$ cat src/hdl/dpsa_pkg.sv
// shared types and constants for the int16 dot product shift accumulate block
`default_nettype none

package dpsa_pkg;

    localparam int LANES_DEF    = 4;
    localparam int QDEPTH_DEF   = 4;
    localparam int LANE_W       = 16;
    localparam int SUM_W        = 32;
    localparam int SHIFT_W      = 5;
    localparam int C_W          = 16;
    localparam int USED_W       = 3;
    localparam int S_TDATA_W    = 152;
    localparam int M_TDATA_W    = 16;
    localparam int PADDR_W      = 3;
    localparam int PDATA_W      = 32;

    // register index decoded from paddr[2]
    localparam logic REG_SHIFT_AMOUNT = 1'b0;

    typedef struct packed {
        logic [SUM_W-1:0] sum;
        logic             last;
        logic [C_W-1:0]   c_old;
    } q_entry_t;

endpackage

`default_nettype wire

$ cat src/hdl/int16_dot_product_shift_accumulate.sv
// top level: int16 dot product with shifted accumulate into one c element
// throughput: one transaction per cycle while the queue and the output do not hold
// s_tready low, set by the lane multipliers and the running-sum adder
// c_new path after tlast: front s1 and s2 registers, queue, result and output registers
// reset: running sum cleared, shift_amount zero, queue and output stages empty
`default_nettype none

module int16_dot_product_shift_accumulate #(
    parameter int LANES  = dpsa_pkg::LANES_DEF,
    parameter int QDEPTH = dpsa_pkg::QDEPTH_DEF
) (
    input  wire logic                             clk,
    input  wire logic                             rst_n,
    input  wire logic                             s_tvalid,
    output logic                                  s_tready,
    // a_lanes[63:0], b_lanes[127:64], lanes_used[130:128], c_old[146:131]
    input  wire logic [dpsa_pkg::S_TDATA_W-1:0]   s_tdata,
    input  wire logic                             s_tlast,
    output logic                                  m_tvalid,
    input  wire logic                             m_tready,
    // c_new[15:0]
    output logic [dpsa_pkg::M_TDATA_W-1:0]        m_tdata,
    input  wire logic                             psel,
    input  wire logic                             penable,
    input  wire logic                             pwrite,
    input  wire logic [dpsa_pkg::PADDR_W-1:0]     paddr,
    input  wire logic [dpsa_pkg::PDATA_W-1:0]     pwdata,
    output logic [dpsa_pkg::PDATA_W-1:0]          prdata,
    output logic                                  pready
);

    import dpsa_pkg::*;

    localparam int FIELD_W = 4 * LANE_W;

    logic [SHIFT_W-1:0] shift_amount_reg;
    logic [SHIFT_W-1:0] shift_amount_next;
    logic               cfg_write;
    logic               front_valid;
    logic               front_ready;
    q_entry_t           front_entry;
    logic               q_valid;
    logic               q_pop;
    q_entry_t           q_entry;

    assign pready    = 1'b1;
    assign cfg_write = psel && penable && pwrite && pready
                     && (paddr[2] == REG_SHIFT_AMOUNT);
    assign shift_amount_next = cfg_write ? pwdata[SHIFT_W-1:0] : shift_amount_reg;
    assign prdata = (paddr[2] == REG_SHIFT_AMOUNT)
                  ? {{(PDATA_W-SHIFT_W){1'b0}}, shift_amount_reg} : '0;

    always_ff @(posedge clk or negedge rst_n)
    begin
        if (!rst_n)
        begin
            shift_amount_reg <= '0;
        end
        else
        begin
            shift_amount_reg <= shift_amount_next;
        end
    end

    dpsa_front #(
        .LANES (LANES)
    ) u_front (
        .clk        (clk),
        .rst_n      (rst_n),
        .in_valid   (s_tvalid),
        .in_ready   (s_tready),
        .a_lanes    (s_tdata[LANES*LANE_W-1:0]),
        .b_lanes    (s_tdata[FIELD_W +: LANES*LANE_W]),
        .lanes_used (s_tdata[2*FIELD_W +: USED_W]),
        .last_pair  (s_tlast),
        .c_old      (s_tdata[2*FIELD_W+USED_W +: C_W]),
        .out_valid  (front_valid),
        .out_ready  (front_ready),
        .out_entry  (front_entry)
    );

    dpsa_queue #(
        .DEPTH (QDEPTH)
    ) u_queue (
        .clk       (clk),
        .rst_n     (rst_n),
        .in_valid  (front_valid),
        .in_ready  (front_ready),
        .in_entry  (front_entry),
        .out_valid (q_valid),
        .out_ready (q_pop),
        .out_entry (q_entry)
    );

    dpsa_back u_back (
        .clk          (clk),
        .rst_n        (rst_n),
        .shift_amount (shift_amount_reg),
        .q_valid      (q_valid),
        .q_pop        (q_pop),
        .q_entry      (q_entry),
        .out_valid    (m_tvalid),
        .out_ready    (m_tready),
        .c_new        (m_tdata)
    );

endmodule

`default_nettype wire

$ cat src/hdl/dpsa_front.sv
// front end: lane products and per-transaction partial sum
`default_nettype none

module dpsa_front #(
    parameter int LANES = dpsa_pkg::LANES_DEF
) (
    input  wire logic                                  clk,
    input  wire logic                                  rst_n,
    input  wire logic                                  in_valid,
    output logic                                       in_ready,
    input  wire logic [LANES*dpsa_pkg::LANE_W-1:0]     a_lanes,
    input  wire logic [LANES*dpsa_pkg::LANE_W-1:0]     b_lanes,
    input  wire logic [dpsa_pkg::USED_W-1:0]           lanes_used,
    input  wire logic                                  last_pair,
    input  wire logic [dpsa_pkg::C_W-1:0]              c_old,
    output logic                                       out_valid,
    input  wire logic                                  out_ready,
    output dpsa_pkg::q_entry_t                         out_entry
);

    import dpsa_pkg::*;

    logic                    s1_valid_reg;
    logic                    s1_valid_next;
    logic signed [SUM_W-1:0] prod_reg [LANES];
    logic                    s1_last_reg;
    logic [C_W-1:0]          s1_c_old_reg;
    logic                    s2_valid_reg;
    logic                    s2_valid_next;
    q_entry_t                s2_entry_reg;
    q_entry_t                s2_entry_next;
    logic                    s1_ready;
    logic                    s2_ready;

    assign s2_ready  = !s2_valid_reg || out_ready;
    assign s1_ready  = !s1_valid_reg || s2_ready;
    assign in_ready  = s1_ready;
    assign out_valid = s2_valid_reg;
    assign out_entry = s2_entry_reg;

    assign s1_valid_next = s1_ready ? in_valid : s1_valid_reg;
    assign s2_valid_next = s2_ready ? s1_valid_reg : s2_valid_reg;

    always_ff @(posedge clk or negedge rst_n)
    begin
        if (!rst_n)
        begin
            s1_valid_reg <= 1'b0;
            s2_valid_reg <= 1'b0;
        end
        else
        begin
            s1_valid_reg <= s1_valid_next;
            s2_valid_reg <= s2_valid_next;
        end
    end

    // lanes at or beyond lanes_used contribute zero
    for (genvar i = 0; i < LANES; i++)
    begin : g_lane
        always_ff @(posedge clk)
        begin
            if (s1_ready && in_valid)
            begin
                if (USED_W'(i) < lanes_used)
                begin
                    prod_reg[i] <= $signed(a_lanes[i*LANE_W +: LANE_W])
                                 * $signed(b_lanes[i*LANE_W +: LANE_W]);
                end
                else
                begin
                    prod_reg[i] <= '0;
                end
            end
        end
    end

    always_ff @(posedge clk)
    begin
        if (s1_ready && in_valid)
        begin
            s1_last_reg  <= last_pair;
            s1_c_old_reg <= c_old;
        end
    end

    always_comb
    begin
        s2_entry_next.sum   = '0;
        s2_entry_next.last  = s1_last_reg;
        s2_entry_next.c_old = s1_c_old_reg;
        for (int i = 0; i < LANES; i++)
        begin
            s2_entry_next.sum = s2_entry_next.sum + prod_reg[i];
        end
    end

    always_ff @(posedge clk)
    begin
        if (s2_ready && s1_valid_reg)
        begin
            s2_entry_reg <= s2_entry_next;
        end
    end

endmodule

`default_nettype wire

$ cat src/hdl/dpsa_queue.sv
// short fifo between front end and accumulator
`default_nettype none

module dpsa_queue #(
    parameter int DEPTH = dpsa_pkg::QDEPTH_DEF
) (
    input  wire logic               clk,
    input  wire logic               rst_n,
    input  wire logic               in_valid,
    output logic                    in_ready,
    input  wire dpsa_pkg::q_entry_t in_entry,
    output logic                    out_valid,
    input  wire logic               out_ready,
    output dpsa_pkg::q_entry_t      out_entry
);

    import dpsa_pkg::*;

    localparam int PTR_W = (DEPTH > 1) ? $clog2(DEPTH) : 1;
    localparam int CNT_W = $clog2(DEPTH + 1);

    q_entry_t        mem_reg [DEPTH];
    logic [PTR_W-1:0] wr_ptr_reg;
    logic [PTR_W-1:0] wr_ptr_next;
    logic [PTR_W-1:0] rd_ptr_reg;
    logic [PTR_W-1:0] rd_ptr_next;
    logic [CNT_W-1:0] count_reg;
    logic [CNT_W-1:0] count_next;
    logic             push;
    logic             pop;

    assign in_ready  = (count_reg != CNT_W'(DEPTH));
    assign out_valid = (count_reg != '0);
    assign out_entry = mem_reg[rd_ptr_reg];
    assign push      = in_valid && in_ready;
    assign pop       = out_valid && out_ready;

    always_comb
    begin
        wr_ptr_next = wr_ptr_reg;
        rd_ptr_next = rd_ptr_reg;
        count_next  = count_reg;
        if (push)
        begin
            wr_ptr_next = (wr_ptr_reg == PTR_W'(DEPTH - 1)) ? '0 : wr_ptr_reg + 1'b1;
        end
        if (pop)
        begin
            rd_ptr_next = (rd_ptr_reg == PTR_W'(DEPTH - 1)) ? '0 : rd_ptr_reg + 1'b1;
        end
        if (push && !pop)
        begin
            count_next = count_reg + 1'b1;
        end
        else if (pop && !push)
        begin
            count_next = count_reg - 1'b1;
        end
    end

    always_ff @(posedge clk or negedge rst_n)
    begin
        if (!rst_n)
        begin
            wr_ptr_reg <= '0;
            rd_ptr_reg <= '0;
            count_reg  <= '0;
        end
        else
        begin
            wr_ptr_reg <= wr_ptr_next;
            rd_ptr_reg <= rd_ptr_next;
            count_reg  <= count_next;
        end
    end

    always_ff @(posedge clk)
    begin
        if (push)
        begin
            mem_reg[wr_ptr_reg] <= in_entry;
        end
    end

    a_count_bound: assert property (@(posedge clk) disable iff (!rst_n)
        count_reg <= CNT_W'(DEPTH))
        else $error("queue count above depth");

    a_count_track: assert property (@(posedge clk) disable iff (!rst_n)
        (push && !pop) |=> count_reg == $past(count_reg) + 1'b1)
        else $error("queue count lost a push");

endmodule

`default_nettype wire

$ cat src/hdl/dpsa_back.sv
// back end: running sum, shift, c update and output register
`default_nettype none

module dpsa_back (
    input  wire logic                           clk,
    input  wire logic                           rst_n,
    input  wire logic [dpsa_pkg::SHIFT_W-1:0]   shift_amount,
    input  wire logic                           q_valid,
    output logic                                q_pop,
    input  wire dpsa_pkg::q_entry_t             q_entry,
    output logic                                out_valid,
    input  wire logic                           out_ready,
    output logic [dpsa_pkg::C_W-1:0]            c_new
);

    import dpsa_pkg::*;

    logic [SUM_W-1:0]        acc_reg;
    logic [SUM_W-1:0]        acc_next;
    logic [SUM_W-1:0]        total;
    logic                    r_valid_reg;
    logic                    r_valid_next;
    logic [SUM_W-1:0]        r_total_reg;
    logic [C_W-1:0]          r_c_old_reg;
    logic                    o_valid_reg;
    logic                    o_valid_next;
    logic [C_W-1:0]          o_c_new_reg;
    logic [C_W-1:0]          o_c_new_next;
    logic signed [SUM_W-1:0] shifted;
    logic                    o_ready;
    logic                    r_ready;
    logic                    r_load;
    logic                    o_load;

    assign o_ready = !o_valid_reg || out_ready;
    assign r_ready = !r_valid_reg || o_ready;
    assign q_pop   = q_valid && (!q_entry.last || r_ready);
    assign r_load  = q_pop && q_entry.last;
    assign o_load  = r_valid_reg && o_ready;

    assign total    = acc_reg + q_entry.sum;
    assign acc_next = q_pop ? (q_entry.last ? '0 : total) : acc_reg;

    assign r_valid_next = r_load ? 1'b1 : (o_load ? 1'b0 : r_valid_reg);
    assign o_valid_next = o_load ? 1'b1 : (out_ready ? 1'b0 : o_valid_reg);

    assign shifted      = $signed(r_total_reg) >>> shift_amount;
    assign o_c_new_next = r_c_old_reg + shifted[C_W-1:0];

    assign out_valid = o_valid_reg;
    assign c_new     = o_c_new_reg;

    always_ff @(posedge clk or negedge rst_n)
    begin
        if (!rst_n)
        begin
            acc_reg     <= '0;
            r_valid_reg <= 1'b0;
            o_valid_reg <= 1'b0;
        end
        else
        begin
            acc_reg     <= acc_next;
            r_valid_reg <= r_valid_next;
            o_valid_reg <= o_valid_next;
        end
    end

    always_ff @(posedge clk)
    begin
        if (r_load)
        begin
            r_total_reg <= total;
            r_c_old_reg <= q_entry.c_old;
        end
        if (o_load)
        begin
            o_c_new_reg <= o_c_new_next;
        end
    end

    a_last_fills_result: assert property (@(posedge clk) disable iff (!rst_n)
        r_load |=> r_valid_reg)
        else $error("final transaction did not reach result stage");

    a_last_clears_sum: assert property (@(posedge clk) disable iff (!rst_n)
        r_load |=> acc_reg == '0)
        else $error("running sum not cleared after final transaction");

endmodule

`default_nettype wire

$ cat config.mk
export PLATFORM = sky130hd
export DESIGN_NAME = int16_dot_product_shift_accumulate
export DESIGN_NICKNAME = d
export VERILOG_FILES = /design/src/hdl/dpsa_pkg.sv /design/src/hdl/int16_dot_product_shift_accumulate.sv /design/src/hdl/dpsa_front.sv /design/src/hdl/dpsa_queue.sv /design/src/hdl/dpsa_back.sv
export SDC_FILE = /design/constraint.sdc
export NUM_CORES = 2
export LEC_CHECK = 0
export BUFFER_PORTS_ARGS = -buffer_cell sky130_fd_sc_hd__buf_2
export CAP_MARGIN = 30
export CORE_UTILIZATION = 60
export CTS_CLUSTER_SIZE = 14
export DETAILED_ROUTE_END_ITERATION = 8
export PLACE_DENSITY = 0.78
export REMOVE_ABC_BUFFERS = 1
export SETUP_SLACK_MARGIN = 0.4
export SYNTH_ARGS = -nofsm -noshare
export SYNTH_HDL_FRONTEND = slang
export SYNTH_SLANG_ARGS = --single-unit
$ cat constraint.sdc
create_clock -name clk -period 5.1 [get_ports clk]
set_input_delay 0.255 -clock clk [delete_from_list [all_inputs] [get_ports clk]]
set_output_delay 0.255 -clock clk [all_outputs]
set_load 0.1 [all_outputs]
==> insert_results.sql <==
INSERT INTO impl_metrics (metric_group, metric, value, unit) VALUES
('worst_hold_path', 'min_delay_worst_type', 'input port to asynchronous set/reset pin', ''),
('sta', 'setup_ws', '-275', 'ps'),
('sta', 'timing.clock.skew', '34.9', 'ps'),
('finish', 'layout-drive-gt1-share', '0.261', ''),
('placed_design', 'numPortBuffers', '183', ''),
('critical_path', 'critical_path.startpoint', 's_tdata[39]', ''),
('finish', 'layout.nets', '8540', ''),
('cts', 'ctsHtreeMaxLevel', '2', ''),
('yosys', 'number_of_warnings_reported_in_the_yosys_synthesis_log', '0', ''),
('placed_design', 'pre_cts_slack', '-1030', 'ps'),
('yosys', 'synth.top_cell.area_share', '0.354', ''),
('global_routing', 'pin_count_of_the_biggest_net_entering_global_routing', '83', ''),
('cts', 'tritoncts', 'done', ''),
('die', 'initial_core_util', '0.607', ''),
('finish', 'number_of_flip_flops_in_the_largest_register', '196', ''),
('sta', 'fmaxAchievable', '0.186', 'GHz'),
('cts', 'clk_latency', '630', 'ps'),
('run_status', 'outcome', 'finished with violations', ''),
('routing', 'wl', '169000', 'um'),
('critical_path', 'critPathKind', 'input port to flip-flop', ''),
('yosys', 'synth-seq-cells', '502', ''),
('yosys', 'synth_top_cell_by_area', 'sky130_fd_sc_hd__fa_1', ''),
('routing', 'drtPass1Iterations', '5', ''),
('sta', 'whs', '129', 'ps'),
('sta', 'final_hold_vios', '0', ''),
('die', 'floorplan_die_width', '326', 'um'),
('cts', 'cts.path.max_buffers', '3', ''),
('cts', 'cts_made_buffers', '53', ''),
('sta', 'layout_min_cycle_time', '5370', 'ps'),
('yosys', 'synth_seq_area_share', '0.230', ''),
('critical_path', 'r2r_start', 'u_front.prod_reg[2][1]', ''),
('critical_path', 'cp-start-kind', 'input port', ''),
('global_routing', 'first_global_vias', '50088', ''),
('routing', 'drc', '0', ''),
('finish', 'layout-area-overhead-vs-synth', '23.1', '%'),
('global_routing', 'grt-ovfl-total', '0', ''),
('sta', 'worst-slew-pin-transition', '946', 'ps'),
('critical_path', 'worstSetupEndpointType', 'flip-flop', ''),
('yosys', 'synth_area_leaders', 'sky130_fd_sc_hd__fa_1 (35%), sky130_fd_sc_hd__edfxtp_1 (20%), sky130_fd_sc_hd__ha_1 (8.2%), sky130_fd_sc_hd__inv_1 (7.0%), sky130_fd_sc_hd__and2_1 (5.1%)', ''),
('global_routing', 'global_route.usage.total', '0.299', ''),
('routing', 'routedWlPerCell', '20.4', 'um'),
('critical_path', 'worstRegToRegCells', '14', ''),
('run_status', 'violated_checks', 'negative setup slack', ''),
('yosys', 'synth_cells', '5937', ''),
('sta', 'max_slew_margin', '0.370', ''),
('sta', 'setup_viol', '47', ''),
('sta', 'rsz0062_at_grt', 'yes', ''),
('global_routing', 'grt_antenna_before_repair', '4', ''),
('critical_path', 'critical_path_peak_fanout', '5', ''),
('placed_design', 'global_placer_s_final_weighted_congestion', '0.941', ''),
('critical_path', 'worstPathArrival', '5890', 'ps'),
('yosys', 'syn_area', '63000', 'sq um'),
('placed_design', 'dp_hpwl', '120000', 'um'),
('job', 'max_cap_violations', '0', ''),
('routing', 'detail_route.vias_per_cell', '5.70', ''),
('die', 'floorplan.die.height', '326', 'um'),
('critical_path', 'regToRegEndpoint', 'u_front.out_entry[48]', ''),
('finish', 'final.fill_count', '6239', ''),
('die', 'die_area', '106000', 'sq um'),
('routing', 'antenna_violating_nets_post_route', '0', ''),
('cts', 'worst_setup_hold_path_clk_slew', '70', 'ps'),
('finish', 'multi_input_comb_area', '46000', 'sq um'),
('die', 'ios', '246', ''),
('yosys', 'syn_area_per_cell', '10.6', 'sq um'),
('die', 'core_area', '104000', 'sq um'),
('cts', 'clock-root-buffer', 'sky130_fd_sc_hd__clkbuf_16', ''),
('yosys', 'count_of_flip_flops_with_a_built_in_enable_after_synthesis', '422', ''),
('die', 'std_cell_rows', '118', ''),
('critical_path', 'timing.reg2reg.setup_slack', '490', 'ps'),
('sta', 'timing_max_transition_violations_final', '0', ''),
('sta', 'timing.final.crit_share', '1.05', ''),
('routing', 'detailroute.via_count', '47049', ''),
('yosys', 'async_reset_ff_frac', '0.0956', ''),
('routing', 'number_of_drc_violations_after_detailed_routing_iteration_0', '3674', ''),
('global_routing', 'wire_length_of_the_first_global_routing_pass', '255000', 'um'),
('finish', 'storage_element_area', '14500', 'sq um'),
('critical_path', 'critical_path_required', '5620', 'ps'),
('yosys', 'synth.lib_cells_used.distinct', '92', ''),
('yosys', 'ys.flop_type', 'sky130_fd_sc_hd__edfxtp_1', ''),
('cts', 'tritoncts_num_sinks', '502', ''),
('critical_path', 'endpoint', 'u_front.prod_reg[2][25]', '');
-- critical path, cell delays in order --
cell,delay [ps]
sky130_fd_sc_hd__buf_12,100
sky130_fd_sc_hd__buf_4,100
sky130_fd_sc_hd__nand2_1,60
sky130_fd_sc_hd__fa_1,510
sky130_fd_sc_hd__inv_1,80
sky130_fd_sc_hd__fa_1,520
sky130_fd_sc_hd__fa_1,600
sky130_fd_sc_hd__fa_1,470
sky130_fd_sc_hd__fa_1,520
sky130_fd_sc_hd__inv_1,60
sky130_fd_sc_hd__fa_2,580
sky130_fd_sc_hd__inv_2,80
sky130_fd_sc_hd__ha_4,240
sky130_fd_sc_hd__a21o_1,190
sky130_fd_sc_hd__a21o_1,200
sky130_fd_sc_hd__a21oi_2,210
sky130_fd_sc_hd__a21boi_2,110
sky130_fd_sc_hd__buf_4,160
sky130_fd_sc_hd__o31ai_4,210
sky130_fd_sc_hd__nand2b_1,130
sky130_fd_sc_hd__a21oi_2,160
sky130_fd_sc_hd__mux2i_1,250
sky130_fd_sc_hd__nor2_1,70
-- synthesized netlist by cell type, types with 61 or more instances --
master / count
sky130_fd_sc_hd__fa_1: 1113
sky130_fd_sc_hd__inv_1: 1174
sky130_fd_sc_hd__a21o_1: 66
sky130_fd_sc_hd__and2_1: 517
sky130_fd_sc_hd__xor2_1: 61
sky130_fd_sc_hd__xnor2_1: 130
sky130_fd_sc_hd__nand2_1: 583
sky130_fd_sc_hd__nor2_1: 233
sky130_fd_sc_hd__edfxtp_1: 422
sky130_fd_sc_hd__mux4_2: 64
sky130_fd_sc_hd__ha_1: 411
sky130_fd_sc_hd__a21oi_1: 166
sky130_fd_sc_hd__clkbuf_1: 170
sky130_fd_sc_hd__o21ai_0: 131
-- worst min-delay path by stage --
stage                from                  end  slack [ps]  depth (start not counted)
global placement    rst_n    u_back.acc_reg[5]         200                          1
global route        rst_n    u_back.acc_reg[2]         140                          2
detailed placement  rst_n    u_back.acc_reg[1]         200                          1
floorplan           rst_n  shift_amount_reg[0]         -40                          0
CTS                 rst_n    u_back.acc_reg[3]          90                          2
finish              rst_n    u_back.acc_reg[2]         130                          2
-- metal layers --
layer	track usage	wire length, um	vias up
met5	0	46	-
met4	0.107	9300	6
met1	0.383	62000	23699
li1	-	-	20461
met2	0.530	86400	2215
met3	0.0310	10800	668
-- kinds of logic after synthesis --
logic type | after synthesis | share of synthesized area
fa+ha+maj | 1524 | 0.435
mux | 120 | 0.0321
other cells | 2 | 0.000119
simple gates | 1581 | 0.124
compound gates | 625 | 0.0668
buf+inv | 1392 | 0.0848
flops | 502 | 0.230
xor+xnor | 191 | 0.0266
-- layout make-up --
class,count,share of cell area
tap,1380,0.0223
multi-input combinational,4069,0.592
inverter,1175,0.0570
timing repair buffer,1020,0.116
clock buffer,64,0.0182
antenna,1,0.0000323
sequential,502,0.187
clock inverter,36,0.00687
-- cells in the final DEF, fill, tap and decap left out, types with 24 or more instances in the layout --
cell,n
sky130_fd_sc_hd__nand3_1,26
sky130_fd_sc_hd__a21oi_2,48
sky130_fd_sc_hd__and2_1,432
sky130_fd_sc_hd__inv_2,98
sky130_fd_sc_hd__buf_2,85
sky130_fd_sc_hd__nand2_2,29
sky130_fd_sc_hd__a22o_1,36
sky130_fd_sc_hd__dfrtp_1,45
sky130_fd_sc_hd__a21oi_1,107
sky130_fd_sc_hd__buf_12,33
sky130_fd_sc_hd__dfxtp_1,32
sky130_fd_sc_hd__clkbuf_16,57
sky130_fd_sc_hd__mux2i_1,37
sky130_fd_sc_hd__nand2_1,544
sky130_fd_sc_hd__o21a_1,26
sky130_fd_sc_hd__xor2_1,57
sky130_fd_sc_hd__buf_4,638
sky130_fd_sc_hd__o21ai_0,98
sky130_fd_sc_hd__buf_6,203
sky130_fd_sc_hd__nand2b_1,43
sky130_fd_sc_hd__a21o_1,66
sky130_fd_sc_hd__buf_8,24
sky130_fd_sc_hd__ha_1,349
sky130_fd_sc_hd__fa_1,1047
sky130_fd_sc_hd__conb_1,28
sky130_fd_sc_hd__o211ai_1,28
sky130_fd_sc_hd__ha_4,51
sky130_fd_sc_hd__nor2_1,200
sky130_fd_sc_hd__inv_1,1073
sky130_fd_sc_hd__edfxtp_1,422
sky130_fd_sc_hd__fa_2,66
sky130_fd_sc_hd__mux4_2,64
sky130_fd_sc_hd__dlygate4sd3_1,27
sky130_fd_sc_hd__nor3_1,30
sky130_fd_sc_hd__xnor2_1,109
sky130_fd_sc_hd__nor2b_1,24
sky130_fd_sc_hd__and2_4,80
-- per-stage QoR --
| stage | std cells | TNS [ps] | cell area, sq um | utilization |
|---|---|---|---|---|
| after floorplan | 5746 | -27650 | 62200 | - |
| after global placement | 7966 | -50370 | 69900 | 0.673 |
| after detailed placement | 7967 | -54000 | 69900 | 0.673 |
| after CTS | 8166 | -693 | 75200 | 0.724 |
| after global routing | 8247 | -13390 | 77600 | 0.747 |
| final | 8247 | -5220 | 77600 | 0.747 |
-- repair_timing --
item                                   4_1_cts  5_1_grt
gates cloned                                 3        3
hold buffers                                27        0
pin swaps                                  402      363
setup endpoints to repair                   77       89
setup buffers                               69       76
endpoints found under the hold margin       38        0
gates resized for setup                    649      463
Power is not shown: default switching activity piles up to over one toggle a cycle in this logic, so the estimate is an artifact.
